`config.mk`:
```
export PLATFORM = sky130hd
export DESIGN_NAME = cvf_cell
export DESIGN_NICKNAME = d
export VERILOG_FILES = /design/src/rtl/cvf_pkg.sv /design/src/rtl/cvf_cell.sv
export SDC_FILE = /design/constraint.sdc
export NUM_CORES = 1
export LEC_CHECK = 0
export BUFFER_PORTS_ARGS = -buffer_cell sky130_fd_sc_hd__buf_2
export CAP_MARGIN = 20
export CELL_PAD_IN_SITES_DETAIL_PLACEMENT = 0
export CELL_PAD_IN_SITES_GLOBAL_PLACEMENT = 2
export CORE_AREA = 3 3 265 267
export DETAILED_ROUTE_END_ITERATION = 16
export DIE_AREA = 0 0 268 270
export HOLD_SLACK_MARGIN = 0.02
export PLACE_DENSITY = 0.61
export SYNTH_ARGS = -nofsm -noshare
export SYNTH_HDL_FRONTEND = slang
export SYNTH_SLANG_ARGS = --single-unit
```
`constraint.sdc`:
```
create_clock -name clk -period 7.5 [get_ports clk]
set_input_delay 1.125 -clock clk [delete_from_list [all_inputs] [get_ports clk]]
set_output_delay 1.125 -clock clk [all_outputs]
set_load 0.03 [all_outputs]
```
`src/rtl/cvf_pkg.sv`:
```
package cvf_pkg;

  localparam int PIX_BITS     = 8;
  localparam int CHANNELS     = 3;
  localparam int WIN          = 3;
  localparam int CENTER_TAP   = 4;
  localparam int MIN_SIZE     = 3;
  localparam int FW_BITS      = 11;
  localparam int FH_BITS      = 16;
  localparam int CFG_IDX_BITS = 2;
  localparam int RESET_WIDTH  = 1024;
  localparam int RESET_HEIGHT = 1024;

  typedef logic [CHANNELS*PIX_BITS-1:0] pixel_t;

  typedef struct packed {
    pixel_t top;
    pixel_t mid;
    pixel_t bot;
  } col_t;

  typedef enum logic [CFG_IDX_BITS-1:0] {
    REG_FRAME_WIDTH   = 2'd0,
    REG_FRAME_HEIGHT  = 2'd1,
    REG_KERNEL_COEFFS = 2'd2
  } cfg_reg_t;

endpackage

```
`src/rtl/cvf_cell.sv`:
```
module cvf_cell #(
  parameter int COEF_BITS = 5
) (
  input  logic                                                clk,
  input  logic                                                shift,
  input  logic                                                cap,
  input  logic [3*COEF_BITS-1:0]                              coefs,
  input  cvf_pkg::col_t                                       col_in,
  output cvf_pkg::col_t                                       col_q,
  output logic signed [cvf_pkg::PIX_BITS+COEF_BITS+1:0]       part [cvf_pkg::CHANNELS]
);

  import cvf_pkg::*;

  localparam int PW = PIX_BITS + COEF_BITS + 2;

  pixel_t               rows      [WIN];
  logic signed [PW-1:0] part_next [CHANNELS];

  always_comb begin
    rows[0] = col_q.top;
    rows[1] = col_q.mid;
    rows[2] = col_q.bot;
  end

  always_comb begin
    logic signed [PW-1:0] acc;
    acc = '0;
    for (int ch = 0; ch < CHANNELS; ch++) begin
      acc = '0;
      for (int b = 0; b < WIN; b++) begin
        acc = acc + PW'($signed({1'b0, rows[b][PIX_BITS*ch +: PIX_BITS]}))
                  * PW'($signed(coefs[COEF_BITS*b +: COEF_BITS]));
      end
      part_next[ch] = acc;
    end
  end

  always_ff @(posedge clk) begin
    if (shift) begin
      col_q <= col_in;
    end
    if (cap) begin
      part <= part_next;
    end
  end

endmodule

```
; Yosys cells after proc, flatten, opt, wreduce, memory -nomap -nowiden
; Index checks and enable logic that the tools add are counted.
; W data, S select, Z words.
[classes]
mul = 9
addsub = 6
[ops]
columns = op, count
row1 = $mul A9 B5 Y14, 9
row2 = $add A14 B14 Y15, 3
row3 = $add A15 B14 Y15, 3
[totals]
elab_cells = 21
register_bits = 117
out_inout_bits = 117
in_bits = 90

; Depth between registers and ports, before layout
; Gate-level depths: netlist (run 1).
[depth]
ltp_word = 3
depth_mapped = 23
depth_no_buf = 21

; Worst setup path before layout (run 1)
; No wires, ideal clock.
[synth_path]
path_kind = input to register
startpoint = input coefs[14]
endpoint = register part[14] (netlist bit) (data pin)
t_required_ns = 7.241
path_buffers = 3
setup_time_ns = 0.259
path_slack_ns = 0.798
arrival_time_ns = 6.442
cell_stages = 22
cell_sequence = buf_2 > inv_1 > buf_1 > nor2_1 > fa_1 > inv_1 > fa_1 > inv_1 > fa_1 > fa_1 > inv_1 > fa_1 > fa_1 > inv_1 > ha_1 > buf_2 > a21oi_1 > o211ai_1 > a21oi_2 > o21ai_1 > a21oi_1 > xnor2_1
[synth_rtl]
columns = item, line_no
row1 = start: declaration, cvf_cell.sv:7  ; input logic [3*COEF_BITS-1:0] coefs,
row2 = end signal: assignment, cvf_cell.sv:44  ; part <= part_next;
row3 = end: declaration, cvf_cell.sv:10  ; output logic signed [cvf_pkg::PIX_BITS+COEF_BITS+1:0] part [cvf_pkg::CHANNELS]

==> results of run 1 <==
[worst min path at each step]
stage	end	slack (ns)	depth (start not counted)
after global routing	col_q[52]	0.76	1
after global placement	col_q[10]	1.30	1
final	col_q[3]	0.79	1
after floorplan	col_q[0]	1.22	0
after detailed placement	col_q[34]	1.30	1
after CTS	col_q[3]	0.74	1
[cells in the final DEF (no fill, tap or decap), types with 31 or more instances in the layout]
cell type / instances
edfxtp_1: 117
ha_1: 177
xnor2_1: 31
inv_1: 415
nor2_1: 59
a21oi_1: 39
fa_1: 315
and2_1: 142
nand2_1: 164
buf_2: 205
[critical path: stages]
cell and delay, ns:
buf_2 0.51, buf_4 0.23, nand2_1 0.06, fa_1 0.47
fa_1 0.55, inv_1 0.05, fa_1 0.49, fa_1 0.51
fa_1 0.49, inv_1 0.05, fa_1 0.47, inv_1 0.04
ha_1 0.36, nand3_1 0.17, a211oi_1 0.35, nor4b_2 0.12
o31ai_1 0.37, a21oi_1 0.14, xnor2_1 0.14
[registers in the layout, indices dropped and copies added (netlist names)]
name,flops
col_q,72
part,45
[layout make-up]
cell class,instances,area (sq um),area share [%]
Multi-Input combinational cell,1073,11700,59.7
Sequential cell,117,3510,17.9
Inverter,416,1560,7.94
Timing Repair Buffer,222,1170,5.93
Tap cell,882,1100,5.61
Clock buffer,19,433,2.20
Clock inverter,11,136,0.694
Antenna cell,1,2.50,0.0127
[synthesized netlist by cell type, types with 2 or more instances]
master / n / area share (%)
xor2_1: 21 / 1.1
nand4_1: 5 / 0.18
and2_1: 142 / 5.2
buf_1: 2 / 0.044
nor2_1: 59 / 1.3
or2_2: 3 / 0.11
nand3_1: 4 / 0.12
o21ai_0: 18 / 0.53
inv_1: 415 / 9.2
buf_2: 3 / 0.089
ha_1: 177 / 13
o21bai_1: 4 / 0.18
fa_1: 315 / 37
clkbuf_1: 28 / 0.62
nor2b_1: 2 / 0.074
xnor2_1: 31 / 1.6
a21oi_1: 39 / 1.2
o21ai_1: 2 / 0.059
a21o_1: 11 / 0.49
nand2b_1: 29 / 1.1
edfxtp_1: 117 / 21
o211ai_1: 6 / 0.27
a2111oi_0: 2 / 0.10
o21ai_2: 4 / 0.21
nor3b_1: 2 / 0.089
a211oi_1: 3 / 0.13
o31ai_1: 3 / 0.13
nand2_1: 164 / 3.6
nor3_1: 7 / 0.21
[logic make-up (layout without fill, tap and decap cells)]
logic type	count (synthesis)	after routing	synth area share, %
other	0	1	0
AO/OA/AOI/OAI	103	103	3.81
adder cells (fa/ha/maj)	492	492	50.3
XOR/XNOR	52	52	2.69
multiplexers	1	1	0.0591
buffers and inverters	449	668	9.97
AND/OR/NAND/NOR	425	425	12.4
flip-flops	117	117	20.7
[through the flow]
| stage | setup WS (ns) | instance area (sq um) | std cells | utilization (%) |
|---|---|---|---|---|
| after detailed placement | 0.544 | 19100 | 2710 | 27.9 |
| after CTS | 1.09 | 19700 | 2740 | 28.8 |
| after floorplan | 0.798 | 16900 | 1639 | - |
| after global placement | 0.521 | 19100 | 2710 | 27.9 |
| after global routing | 0.773 | 19700 | 2740 | 28.8 |
| final | 1.02 | 19700 | 2741 | 28.8 |
[metal layers]
metal / up-vias / wire length, um / GRT usage (%)
li1: 5354 / - / -
met1: 5947 / 23300 / 19.7
met2: 206 / 23700 / 23.9
met3: 33 / 2170 / 3.33
met4: 4 / 740 / 3.50
met5: - / 32 / 0
==> impl_metrics.env, run 1 <==
export IMPL_hold_path_class="in2reg"
export IMPL_path_max_fanout=22
export IMPL_antenna_found_initial=4
export IMPL_ant_nets=0
export IMPL_avgRoutedWirePerCell_um=18.2
export IMPL_first_global_vias=12900
export IMPL_reg2reg_to="part[43]"
export IMPL_start_kind="input pin"
export IMPL_path_class="in2reg"
export IMPL_grt_pass1_wl_mm=78.1
export IMPL_grt_usage_pct=14.6
export IMPL_cts_sinks=117
export IMPL_final_nets=2429
export IMPL_cts_root_buf="clkbuf_16"
export IMPL_fin_setup_tns_ns=0
export IMPL_cts_resized=0
export IMPL_io_pins=207
export IMPL_nFillCells=7234
export IMPL_endpoint_kind="flop"
export IMPL_synth_avg_cell_area_sq_um=10.3
export IMPL_routed_wirelength_mm=49.9
export IMPL_synth_edf_count=117
export IMPL_min_period_ns=6.48
export IMPL_clock_path_buffers=2
export IMPL_cts_tree="built"
export IMPL_worstHoldStart="col_in[3]"
export IMPL_synth_ff_latch_count=117
export IMPL_port_buffers=206
export IMPL_status="finished, final reports clean"
export IMPL_postCtsHoldBufs=0
export IMPL_cts_buffers=17
export IMPL_cts_setup_buffers=0
export IMPL_drt_iter0_drc=412
export IMPL_synthCells=1639
export IMPL_overflow=0
export IMPL_viasPerCell=4.21
export IMPL_critical_path_startpoint="coefs[2]"
export IMPL_clk_pin_slew_ns=0.08
export IMPL_worst_slew_pin_slew_ns=0.815
export IMPL_die_w_um=268
export IMPL_rrSetupSlack_ns=1.62
export IMPL_clk_latency_ns=0.50
export IMPL_yosys_cell_types_count=50
export IMPL_yosysWarnings=0
export IMPL_setup_worst_path_end="part[43]"
export IMPL_syn_cell_area_sq_um=16900
export IMPL_gp_congestion=0.800
export IMPL_rows=96
export IMPL_maxSlewViolCount=0
export IMPL_drive_gt1_share_pct=14.0
export IMPL_maxCapViolCount=0
export IMPL_syn_nets=2221
export IMPL_worstReg2RegStart="col_q[51]"
export IMPL_rsz0062_at_grt="no"
export IMPL_relSlewSlack_pct=45.7
export IMPL_dp_hpwl_mm=40.2
export IMPL_start_util_pct=24.8
export IMPL_first_pass_iters=4
export IMPL_vias=11500
export IMPL_required_ns=7.74
export IMPL_fp_dieH_um=270
export IMPL_ys_seq_area_share_pct=20.7
export IMPL_cts_htree_levels=4
export IMPL_ff2ff_path_depth=18
export IMPL_async_flop_share_pct=0
export IMPL_fmax_mhz=154
export IMPL_fin_worst_skew_ns=0.0261
export IMPL_dieArea_sq_um=72400
export IMPL_synth_ff_type="edfxtp_1"
export IMPL_area_delta_synth_final_pct=16.0
export IMPL_drc=0
export IMPL_core_area_sq_um=68300
export IMPL_setup_viol=0
export IMPL_arrival_ns=6.72
export IMPL_period_share_pct=86.4
export IMPL_hold_ws_ns=0.793
export IMPL_hold_violations=0
export IMPL_grt_max_degree=54
Power of run 1 is left out: the tool's default activity adds up to more than one toggle a clock period on the data nets, which glitch-free logic cannot reach.
==> run 2: changes to the inputs <==
Clock period 7.5 ns to 7.3 ns, I/O delays scaled along.
==> impl_metrics.env, run 2 (synthesis gave the netlist of run 1 again) <==
export IMPL_maxCapViolCount=0
export IMPL_rsz0062_at_grt="no"
export IMPL_ant_nets=0
export IMPL_path_class="in2reg"
export IMPL_viasPerCell=4.21
export IMPL_clk_latency_ns=0.48
export IMPL_post_route_util_pct=28.8
export IMPL_overflow=0
export IMPL_path_max_fanout=31
export IMPL_area_delta_synth_final_pct=16.3
export IMPL_cts_setup_buffers=0
export IMPL_hold_path_class="in2reg"
export IMPL_clk_pin_slew_ns=0.07
export IMPL_antenna_found_initial=4
export IMPL_fmax_mhz=157
export IMPL_final_nets=2430
export IMPL_rows=96
export IMPL_io_pins=207
export IMPL_layout_commonest_cell="inv_1"
export IMPL_hold_ws_ns=0.781
export IMPL_maxSlewViolCount=0
export IMPL_worstReg2RegStart="col_q[9]"
export IMPL_core_area_sq_um=68300
export IMPL_postCtsHoldBufs=0
export IMPL_fin_worst_skew_ns=0.0144
export IMPL_cts_htree_levels=4
export IMPL_cts_sinks=117
export IMPL_drive_gt1_share_pct=14.2
export IMPL_worst_slew_pin_slew_ns=0.840
export IMPL_diodes=0
export IMPL_period_share_pct=87.3
export IMPL_port_buffers=206
export IMPL_grt_pass1_wl_mm=79.9
export IMPL_cts_root_buf="clkbuf_16"
export IMPL_layout_setup_ws_ns=0.928
export IMPL_layout_common_cells="inv_1, fa_1, buf_2, ha_1, nand2_1"
export IMPL_first_pass_iters=5
export IMPL_start_kind="input pin"
export IMPL_cts_resized=0
export IMPL_cts_buffers=17
export IMPL_die_w_um=268
export IMPL_relSlewSlack_pct=44.0
export IMPL_fin_setup_tns_ns=0
export IMPL_arrival_ns=6.61
export IMPL_routed_wirelength_mm=50.3
export IMPL_largest_register_ff_count=72
export IMPL_regMostFlops="col_q"
export IMPL_reg_top3="col_q: 72 flops, part: 45 flops"
export IMPL_fp_dieH_um=270
export IMPL_gp_congestion=0.792
export IMPL_min_period_ns=6.37
export IMPL_nFillCells=7267
export IMPL_avgRoutedWirePerCell_um=18.3
export IMPL_required_ns=7.53
export IMPL_first_global_vias=13300
export IMPL_drc=0
export IMPL_grt_usage_pct=14.8
export IMPL_status="finished, final reports clean"
export IMPL_grt_max_degree=54
export IMPL_clock_path_buffers=2
export IMPL_critical_path_startpoint="coefs[14]"
export IMPL_endpoint_kind="flop"
export IMPL_dieArea_sq_um=72400
export IMPL_worstHoldStart="col_in[22]"
export IMPL_setup_viol=0
export IMPL_drt_iter0_drc=478
export IMPL_vias=11600
export IMPL_hold_violations=0
export IMPL_dp_hpwl_mm=40.7
export IMPL_cts_tree="built"
export IMPL_post_place_ws_ns=0.332
export IMPL_start_util_pct=24.8
[run 2: changes by cell type in the layout (fill, tap and decap cells not counted), sizes merged]
cell and delta:
clkbuf -1, clkinv -1, bufinv +1, clkinvlp +2, buf +1, diode -1
[run 2: area by class of cell]
class / count / area (sq um) / area share, %
Multi-Input combinational cell: 1073 / 11700 / 59.6
Sequential cell: 117 / 3510 / 17.8
Inverter: 416 / 1560 / 7.92
Timing Repair Buffer: 223 / 1170 / 5.96
Tap cell: 882 / 1100 / 5.60
Clock buffer: 18 / 429 / 2.18
Clock inverter: 13 / 184 / 0.933
[run 2: through the flow]
step | instances | instance area [sq um]
after floorplan | 1639 | 16900
after global placement | 2711 | 19100
after detailed placement | 2711 | 19100
after CTS | 2742 | 19700
after global routing | 2742 | 19700
final | 2742 | 19700
[run 2: path summary, 6_finish.rpt]
kind | slack (ns) | endpoint | depth (start not counted)
setup reg to reg | 1.47 | part[29] | 18
hold reg to reg | 1.40 | part[30] | 5
setup / recovery | 0.93 | part[43] | 19
hold / removal | 0.78 | col_q[22] | 1
[run 2: worst max-delay path, cell delays in order]
cell	delay (ns)
buf_2	0.24
buf_4	0.46
nand2b_1	0.15
fa_1	0.55
inv_1	0.05
fa_1	0.55
fa_1	0.44
fa_1	0.47
fa_1	0.51
inv_1	0.05
fa_1	0.47
inv_1	0.04
ha_1	0.37
nand3_1	0.17
a211oi_1	0.31
nor4b_2	0.12
o31ai_1	0.28
a21oi_1	0.13
xnor2_1	0.14
[run 2: metal layers]
metal | track usage [%] | up-vias | wire length (um)
li1 | - | 5352 | -
met5 | 0 | - | 27
met3 | 3.24 | 29 | 2300
met2 | 24.2 | 203 | 23800
met1 | 20.3 | 5964 | 23700
met4 | 2.93 | 4 | 478
Power of run 2 is left out for the same reason.
==> run 3: changes to the inputs <==
Settings changed: CTS_CLUSTER_SIZE from default to 8, PLACE_DENSITY 0.61 to 0.59.
==> impl_metrics.env, run 3 (synthesis gave the netlist of run 1 again) <==
export IMPL_die_w_um=268
export IMPL_route_met3_wl_mm=2.27
export IMPL_avgRoutedWirePerCell_um=17.8
export IMPL_period_share_pct=87.4
export IMPL_overflow=0
export IMPL_path_max_fanout=24
export IMPL_layout_setup_ws_ns=0.918
export IMPL_grt_max_degree=73
export IMPL_min_period_ns=6.38
export IMPL_drc=0
export IMPL_cp_cell_sequence="buf_2 -> nand2_1 -> fa_1 -> fa_1 -> inv_1 -> fa_1 -> fa_1 -> fa_1 -> inv_1 -> fa_1 -> inv_1 -> ha_1 -> nand3_1 -> a211oi_1 -> nor4b_2 -> o31ai_1 -> a21oi_1 -> xnor2_1"
export IMPL_fin_setup_tns_ns=0
export IMPL_first_global_vias=12800
export IMPL_drt_iter0_drc=444
export IMPL_met2_length_mm=23.1
export IMPL_fp_dieH_um=270
export IMPL_endpoint_kind="flop"
export IMPL_ant_nets=0
export IMPL_cts_resized=0
export IMPL_required_ns=7.54
export IMPL_hold_path_class="in2reg"
export IMPL_hold_violations=0
export IMPL_place_area_sq_um=19100
export IMPL_largest_register_ff_count=72
export IMPL_cts_root_buf="clkbuf_16"
export IMPL_maxSlewViolCount=0
export IMPL_maxCapViolCount=0
export IMPL_setup_viol=0
export IMPL_antenna_found_initial=6
export IMPL_design_area_sq_um=19700
export IMPL_core_area_sq_um=68300
export IMPL_cts_buffers=17
export IMPL_cpLargestDelayFamily="adder cells"
export IMPL_ff2ff_path_depth=18
export IMPL_arrival_ns=6.62
export IMPL_cts_setup_buffers=0
export IMPL_routed_wirelength_mm=49.0
export IMPL_dr_max_layer_used="met5"
export IMPL_clk_latency_ns=0.49
export IMPL_dp_hpwl_mm=39.5
export IMPL_gp_congestion=0.751
export IMPL_dieArea_sq_um=72400
export IMPL_regMostFlops="col_q"
export IMPL_fin_worst_skew_ns=0.0176
export IMPL_crit_top_cell="fa_1"
export IMPL_rows=96
export IMPL_viasPerCell=4.23
export IMPL_postCtsHoldBufs=0
export IMPL_grt_usage_pct=14.3
export IMPL_post_place_ws_ns=0.422
export IMPL_crit_buf_inv=4
export IMPL_final_nets=2431
export IMPL_layout_common_cells="inv_1, fa_1, buf_2, ha_1, nand2_1"
export IMPL_met1_length_mm=23.1
export IMPL_worst_slew_pin_slew_ns=0.752
export IMPL_reg_top3="col_q: 72 flops, part: 45 flops"
export IMPL_cts_htree_levels=4
export IMPL_fmax_mhz=157
export IMPL_start_util_pct=24.8
export IMPL_area_delta_synth_final_pct=16.3
export IMPL_first_pass_iters=5
export IMPL_cts_tree="built"
export IMPL_grt_pass1_wl_mm=76.5
export IMPL_rsz0062_at_grt="no"
export IMPL_port_buffers=206
export IMPL_status="finished, final reports clean"
export IMPL_start_kind="input pin"
export IMPL_drive_gt1_share_pct=14.1
export IMPL_io_pins=207
export IMPL_hold_path_depth=1
export IMPL_clock_path_buffers=2
export IMPL_crit_slowest_cell="fa_1"
export IMPL_slowest_delay_ns=0.56
export IMPL_path_depth=18
export IMPL_cts_sinks=117
export IMPL_path_class="in2reg"
export IMPL_relSlewSlack_pct=49.8
export IMPL_vias=11600
export IMPL_clk_pin_slew_ns=0.06
export IMPL_layout_commonest_cell="inv_1"
run 3: changes by cell type in the layout (fill, tap and decap cells not counted), moves of 2 or more:
cell	previous run	this run
clkinvlp_4	5	2
diode_2	0	3
clkinv_1	2	5
clkinv_4	2	0
clkinv_2	1	4
run 3: through the flow:
step | cells | util [%] | hold slack (ns)
detailed placement | 2711 | 28.0 | 1.27
global placement | 2711 | 28.0 | 1.27
global route | 2743 | 28.8 | 0.735
CTS | 2742 | 28.8 | 0.726
finish | 2746 | 28.8 | 0.770
floorplan | 1639 | - | 1.19
run 3: cell type report:
type                    count  area [sq um]
diodes                      3          7.51
clock buffers              18           429
clock inverters            13           140
fillers                  7335         48600
inverters                 416          1560
multi-input cells        1073         11700
flip-flops and latches    117          3510
well taps                 882          1100
repair buffers            224          1210
run 3: worst reg2reg max path: cells and delay by family, from the launching register on:
kind	cells	cell delay, ns
AO/OA/AOI/OAI	3	0.73
adder cells (fa/ha/maj)	7	3.35
buffers and inverters	4	0.19
flip-flops	1	0.54
AND/OR/NAND/NOR	3	0.54
XOR/XNOR	1	0.15
run 3: metal layers:
layer,GRT usage [%],vias to the layer above
li1,-,5358
met1,19.5,5990
met2,23.0,231
met3,3.26,35
met4,3.30,2
met5,0,-
run 3: worst paths after layout:
kind / slack (ns) / startpoint / endpoint
setup / recovery: 0.92 / coefs[0] / part[43]
hold / removal: 0.77 / col_in[5] / col_q[5]
setup reg to reg: 1.53 / col_q[52] / part[43]
hold reg to reg: 1.36 / col_q[24] / part[31]
Power of run 3 is left out for the same reason.
